$ cat src/hdl/sib_pkg.sv
// ----------------------------------------------------------------------------
// sib_pkg
// Shared types, codes and helpers for the static IMU bias initialiser.
// ----------------------------------------------------------------------------
package sib_pkg;

  localparam int AXES   = 6;
  localparam int ADDR_W = 6;
  localparam int DATA_W = 64;

  // item kinds
  localparam logic OP_IMU  = 1'b0;
  localparam logic OP_ODOM = 1'b1;

  // result status codes
  localparam logic [2:0] ST_DONE        = 3'd0;
  localparam logic [2:0] ST_WAIT_STILL  = 3'd1;
  localparam logic [2:0] ST_COLLECT     = 3'd2;
  localparam logic [2:0] ST_TOO_FEW     = 3'd3;
  localparam logic [2:0] ST_GYRO_NOISY  = 3'd4;
  localparam logic [2:0] ST_ACCEL_NOISY = 3'd5;

  // configuration register indexes
  localparam logic [2:0] REG_USE_STATIC = 3'd0;
  localparam logic [2:0] REG_STILL_LIM  = 3'd1;
  localparam logic [2:0] REG_SETTLE     = 3'd2;
  localparam logic [2:0] REG_GRAVITY    = 3'd3;
  localparam logic [2:0] REG_MAX_GYRO   = 3'd4;
  localparam logic [2:0] REG_MAX_ACCEL  = 3'd5;

  localparam int GYRO_SHIFT  = 8;
  localparam int ACCEL_SHIFT = 16;
  localparam logic [63:0] SUM_CAP = 64'h4000_0000_0000_0000;

  typedef struct packed {
    logic              use_static_check;
    logic [15:0]       still_pulse_limit;
    logic [31:0]       settle_time;
    logic [31:0]       gravity_magnitude;
    logic [47:0]       max_gyro_variance;
    logic [47:0]       max_accel_variance;
  } cfg_t;

  // axis[0..2] gyro x/y/z, axis[3..5] accel x/y/z
  typedef struct packed {
    logic              op;
    logic              still;
    logic [47:0]       timestamp;
    logic [5:0][31:0]  axis;
  } item_t;

  // value[0..2] gyro bias, [3..5] accel bias, [6..8] gravity
  typedef struct packed {
    logic              initialized;
    logic [2:0]        status;
    logic [8:0][31:0]  value;
  } result_t;

  function automatic logic [31:0] sat32(input logic signed [64:0] v);
    logic [31:0] r;
    if (v > 65'sd2147483647) begin
      r = 32'h7fff_ffff;
    end else if (v < -65'sd2147483648) begin
      r = 32'h8000_0000;
    end else begin
      r = v[31:0];
    end
    return r;
  endfunction

endpackage

$ cat src/hdl/sib_front.sv
// ----------------------------------------------------------------------------
// sib_front
// Input side: accept items, tag their kind and stillness, hold them in a
// two word queue for the engine.
// ----------------------------------------------------------------------------
module sib_front (
  input  logic            clk,
  input  logic            rst,
  input  logic            push,
  output logic            full,
  input  logic            kind,
  input  logic [47:0]     timestamp,
  input  logic [5:0][31:0] axis,
  input  logic [15:0]     left_pulse,
  input  logic [15:0]     right_pulse,
  input  logic [15:0]     still_pulse_limit,
  output logic            item_valid,
  output sib_pkg::item_t  item,
  input  logic            item_take
);

  sib_pkg::item_t slot [2];
  sib_pkg::item_t tagged_item;
  logic           wp;
  logic           rp;
  logic [1:0]     cnt;
  logic           accept;

  assign full       = (cnt == 2'd2);
  assign accept     = push && !full;
  assign item_valid = (cnt != 2'd0);
  assign item       = slot[rp];

  always_comb begin
    tagged_item.op        = kind ? sib_pkg::OP_ODOM : sib_pkg::OP_IMU;
    tagged_item.still     = (left_pulse < still_pulse_limit) &&
                            (right_pulse < still_pulse_limit);
    tagged_item.timestamp = timestamp;
    tagged_item.axis      = axis;
  end

  always_ff @(posedge clk) begin
    if (rst) begin
      wp  <= 1'b0;
      rp  <= 1'b0;
      cnt <= '0;
    end else begin
      if (accept) begin
        wp <= ~wp;
      end
      if (item_take) begin
        rp <= ~rp;
      end
      cnt <= cnt + {1'b0, accept} - {1'b0, item_take};
    end
  end

  always_ff @(posedge clk) begin
    if (accept) begin
      slot[wp] <= tagged_item;
    end
  end

endmodule

$ cat config.mk
export PLATFORM = sky130hd
export DESIGN_NAME = sib_front
export DESIGN_NICKNAME = d
export VERILOG_FILES = /design/src/hdl/sib_pkg.sv /design/src/hdl/sib_front.sv
export SDC_FILE = /design/constraint.sdc
export NUM_CORES = 1
export LEC_CHECK = 0
export BUFFER_PORTS_ARGS = -buffer_cell sky130_fd_sc_hd__buf_2
export CAP_MARGIN = 20
export CORE_AREA = 4 4 207 209
export CTS_BUF_LIST = sky130_fd_sc_hd__clkbuf_2 sky130_fd_sc_hd__clkbuf_4 sky130_fd_sc_hd__clkbuf_8
export DETAILED_ROUTE_END_ITERATION = 8
export DIE_AREA = 0 0 211 213
export PLACE_DENSITY = 0.73
export SLEW_MARGIN = 20
export SYNTH_ARGS = -nofsm -noshare
export SYNTH_HDL_FRONTEND = slang
export SYNTH_SLANG_ARGS = --single-unit
$ cat constraint.sdc
create_clock -name clk -period 10.5 [get_ports clk]
set_input_delay 0.525 -clock clk [delete_from_list [all_inputs] [get_ports clk]]
set_output_delay 0.525 -clock clk [all_outputs]
set_load 0.02 [all_outputs]
==> impl_metrics.py <==
metrics = {
    "logic_synthesis": {
        "yosysSeqAreaShare_pct": 79.88,
        "synth.avg_cell_area_um2": 21.11,
        "synth_cell_type_count": 27,
        "synth_ff_type": "edfxtp_1",
        "yosys_warnings": 0,
        "async_flop_share_pct": 0,
        "synth-edff-count": 484,
        "synth_area_um2": 18320,
        "synth_cells": 868,
        "ys_ff_latch": 489,
        "syn-num-nets": 1193,
    },
    "clocking": {
        "cts_tree": "built",
        "clock-root-buffer": "clkbuf_8",
        "clockBufferDepth": 3,
        "cts_resized": 0,
        "cts_sinks": 489,
        "clkLatencyLatePin_ns": 0.61,
        "cts_buffers": 79,
        "ctsHoldBuffers": 0,
        "cts_max_level": 3,
        "post_cts_buffers": 0,
        "cts.reportedPaths.clkPinSlew_ns": 0.06,
    },
    "sta": {
        "rsz0062_at_grt": "no",
        "maxSlewHeadroom_pct": 24.52,
        "period_share_pct": 37.79,
        "setup_violations": 0,
        "clock.fmax_mhz": 252.0,
        "skew_ns": 0.02567,
        "setup_tns_ns": 0,
        "fin_crit_ns": 3.968,
        "finalHoldViolCount": 0,
        "max_slew.worst_pin.slew_ns": 1.132,
        "slew_viol_final": 0,
        "whs_ns": 0.09414,
        "worst_slack_ns": 6.532,
    },
    "placed_design": {
        "dpl.hpwl_mm": 30.91,
        "placed_area_um2": 21620,
        "portBuffers": 536,
        "place_worst_setup_slack_ns": 7.048,
        "routabilityCongestion": 0.8844,
    },
    "power": {
        "ir_worst_vdd_mv": 0.1278,
        "p_leak_uw": 0.008909,
        "p_total_uw": 5177,
        "power_density_nw_per_um2": 223.2,
    },
    "finish": {
        "final_cell_mix": "buf_2 (536), edfxtp_1 (484), mux2_2 (242)",
        "fin_nets": 1791,
        "fillers": 3158,
        "final_common_cell": "buf_2",
        "regArea_um2": 14640,
        "finalInstanceArea_um2": 23200,
        "multi_input_area_um2": 3493,
        "area_growth_pct": 26.62,
        "drive_gt1_share_pct": 60.25,
    },
    "global_route": {
        "first_global_vias": 11180,
        "grt_pass1_wl_mm": 63.38,
        "grtUsageTotal_pct": 18.62,
        "grt_max_degree": 148,
        "antenna_found_initial": 11,
        "grt-ovfl-total": 0,
    },
    "setup_path": {
        "crit_top_cell": "buf_4",
        "worstPathArrival_ns": 3.44,
        "cp.required_ns": 9.98,
        "rrSetupSlack_ns": 7.23,
        "slowest_stage": "buf_4",
        "critical_path.cell_chain": "buf_4, buf_4, mux2_2, buf_2",
        "r2r_start": "cnt[0]$_SDFF_PP0_",
        "cp-end-kind": "output pin",
        "critPathLaunchType": "register",
        "criticalPathCategory": "reg2out",
        "slowest_delay_ns": 0.88,
        "critical-path-top-delay-family": "buffers and inverters",
        "r2r-end": "slot[1][19]$_DFFE_PP_",
        "cp_num_buf_inv": 3,
        "reg2reg_depth": 4,
        "cp_max_fo": 81,
    },
    "detailed_routing": {
        "num_vias": 10240,
        "drc": 0,
        "wl_mm": 43.68,
        "wl_per_cell_um": 21.16,
        "viasPerCell": 4.959,
        "drt_first_pass_iters": 5,
        "drt-initial-drc-count": 544,
        "ant_nets": 0,
    },
    "die": {
        "num_io_pins": 537,
        "die_area_um2": 44940,
        "coreArea_um2": 40830,
        "die_w_um": 211,
        "num_rows": 74,
        "die_h_um": 213,
        "initial_core_util_pct": 44.87,
    },
    "min_path": {
        "worst_hold_path.num_cells": 1,
        "min-delay-start": "axis[183]",
        "hold_path_class": "in2reg",
        "holdPathEnd": "slot[0][183]$_DFFE_PP_",
    },
    "status": {
        "outcome": "finished, final reports clean",
    },
    "run": {
        "drv_cap": 0,
    },
}
==> power by group <==
part	total, uW	switching [uW]	internal, uW
Clock	1590	701	890
Combinational	995	643	352
Sequential	2590	80.2	2510
==> cell usage after synthesis (2+ instances only) <==
cell	number	area share [%]
ha_1	32	2.2
buf_2	26	0.71
nand3_1	2	0.055
and4_1	2	0.096
mux2_2	242	15
nand4_1	3	0.10
xor2_1	2	0.096
nand2b_1	5	0.17
dfxtp_1	5	0.55
nor2_1	5	0.10
a21oi_1	13	0.36
inv_1	19	0.39
o21ai_0	6	0.16
a2111oi_2	2	0.16
nand2_1	8	0.16
xnor2_1	2	0.096
edfxtp_1	484	79
==> cell families after synthesis <==
logic type                 count (synthesis)  share of synthesized area, %
xor gates and xnor gates                   4                        0.1913
buffers and inverters                     46                         1.120
AOI/OAI and AO/OA                         25                        0.8606
muxes                                    242                         14.87
DFF                                      489                         79.88
and+or+nand+nor                           30                        0.8879
adders and majority gates                 32                         2.185
==> area by class of cell <==
type | count | area share, %
Multi-Input combinational cell | 333 | 15.06
Clock buffer | 111 | 5.912
Inverter | 19 | 0.3074
Tap cell | 532 | 2.869
Sequential cell | 489 | 63.10
Timing Repair Buffer | 544 | 11.88
Clock inverter | 26 | 0.7659
Antenna cell | 10 | 0.1079
==> registers in the layout, summed over array words and instances (netlist names), named ones only <==
signal / flops
cnt: 2
rp: 1
slot: 484
wp: 1
==> worst max-delay path by stage <==
stage,startpoint,end,cells after the start
final,register,item[84],4
after global routing,register,item[84],4
after CTS,register,item[102],4
after detailed placement,push,slot[1][181]$_DFFE_PP_,4
after global placement,push,slot[1][184]$_DFFE_PP_,4
after floorplan,push,slot[0][0]$_DFFE_PP_,2
==> per-stage QoR <==
stage               std cells  utilization, %
global placement         1917           52.96
finish                   2064           56.81
CTS                      2054           56.75
detailed placement       1917           52.96
floorplan                 868               -
global route             2062           56.80
==> routing by layer <==
layer	GRT usage, %	vias up	wire length, um
li1	-	4660	-
met1	20.30	5008	15520
met2	32.93	453	23060
met3	5.466	108	3346
met4	9.770	6	1718
met5	0	-	40
(Power assumes the default switching activity.)
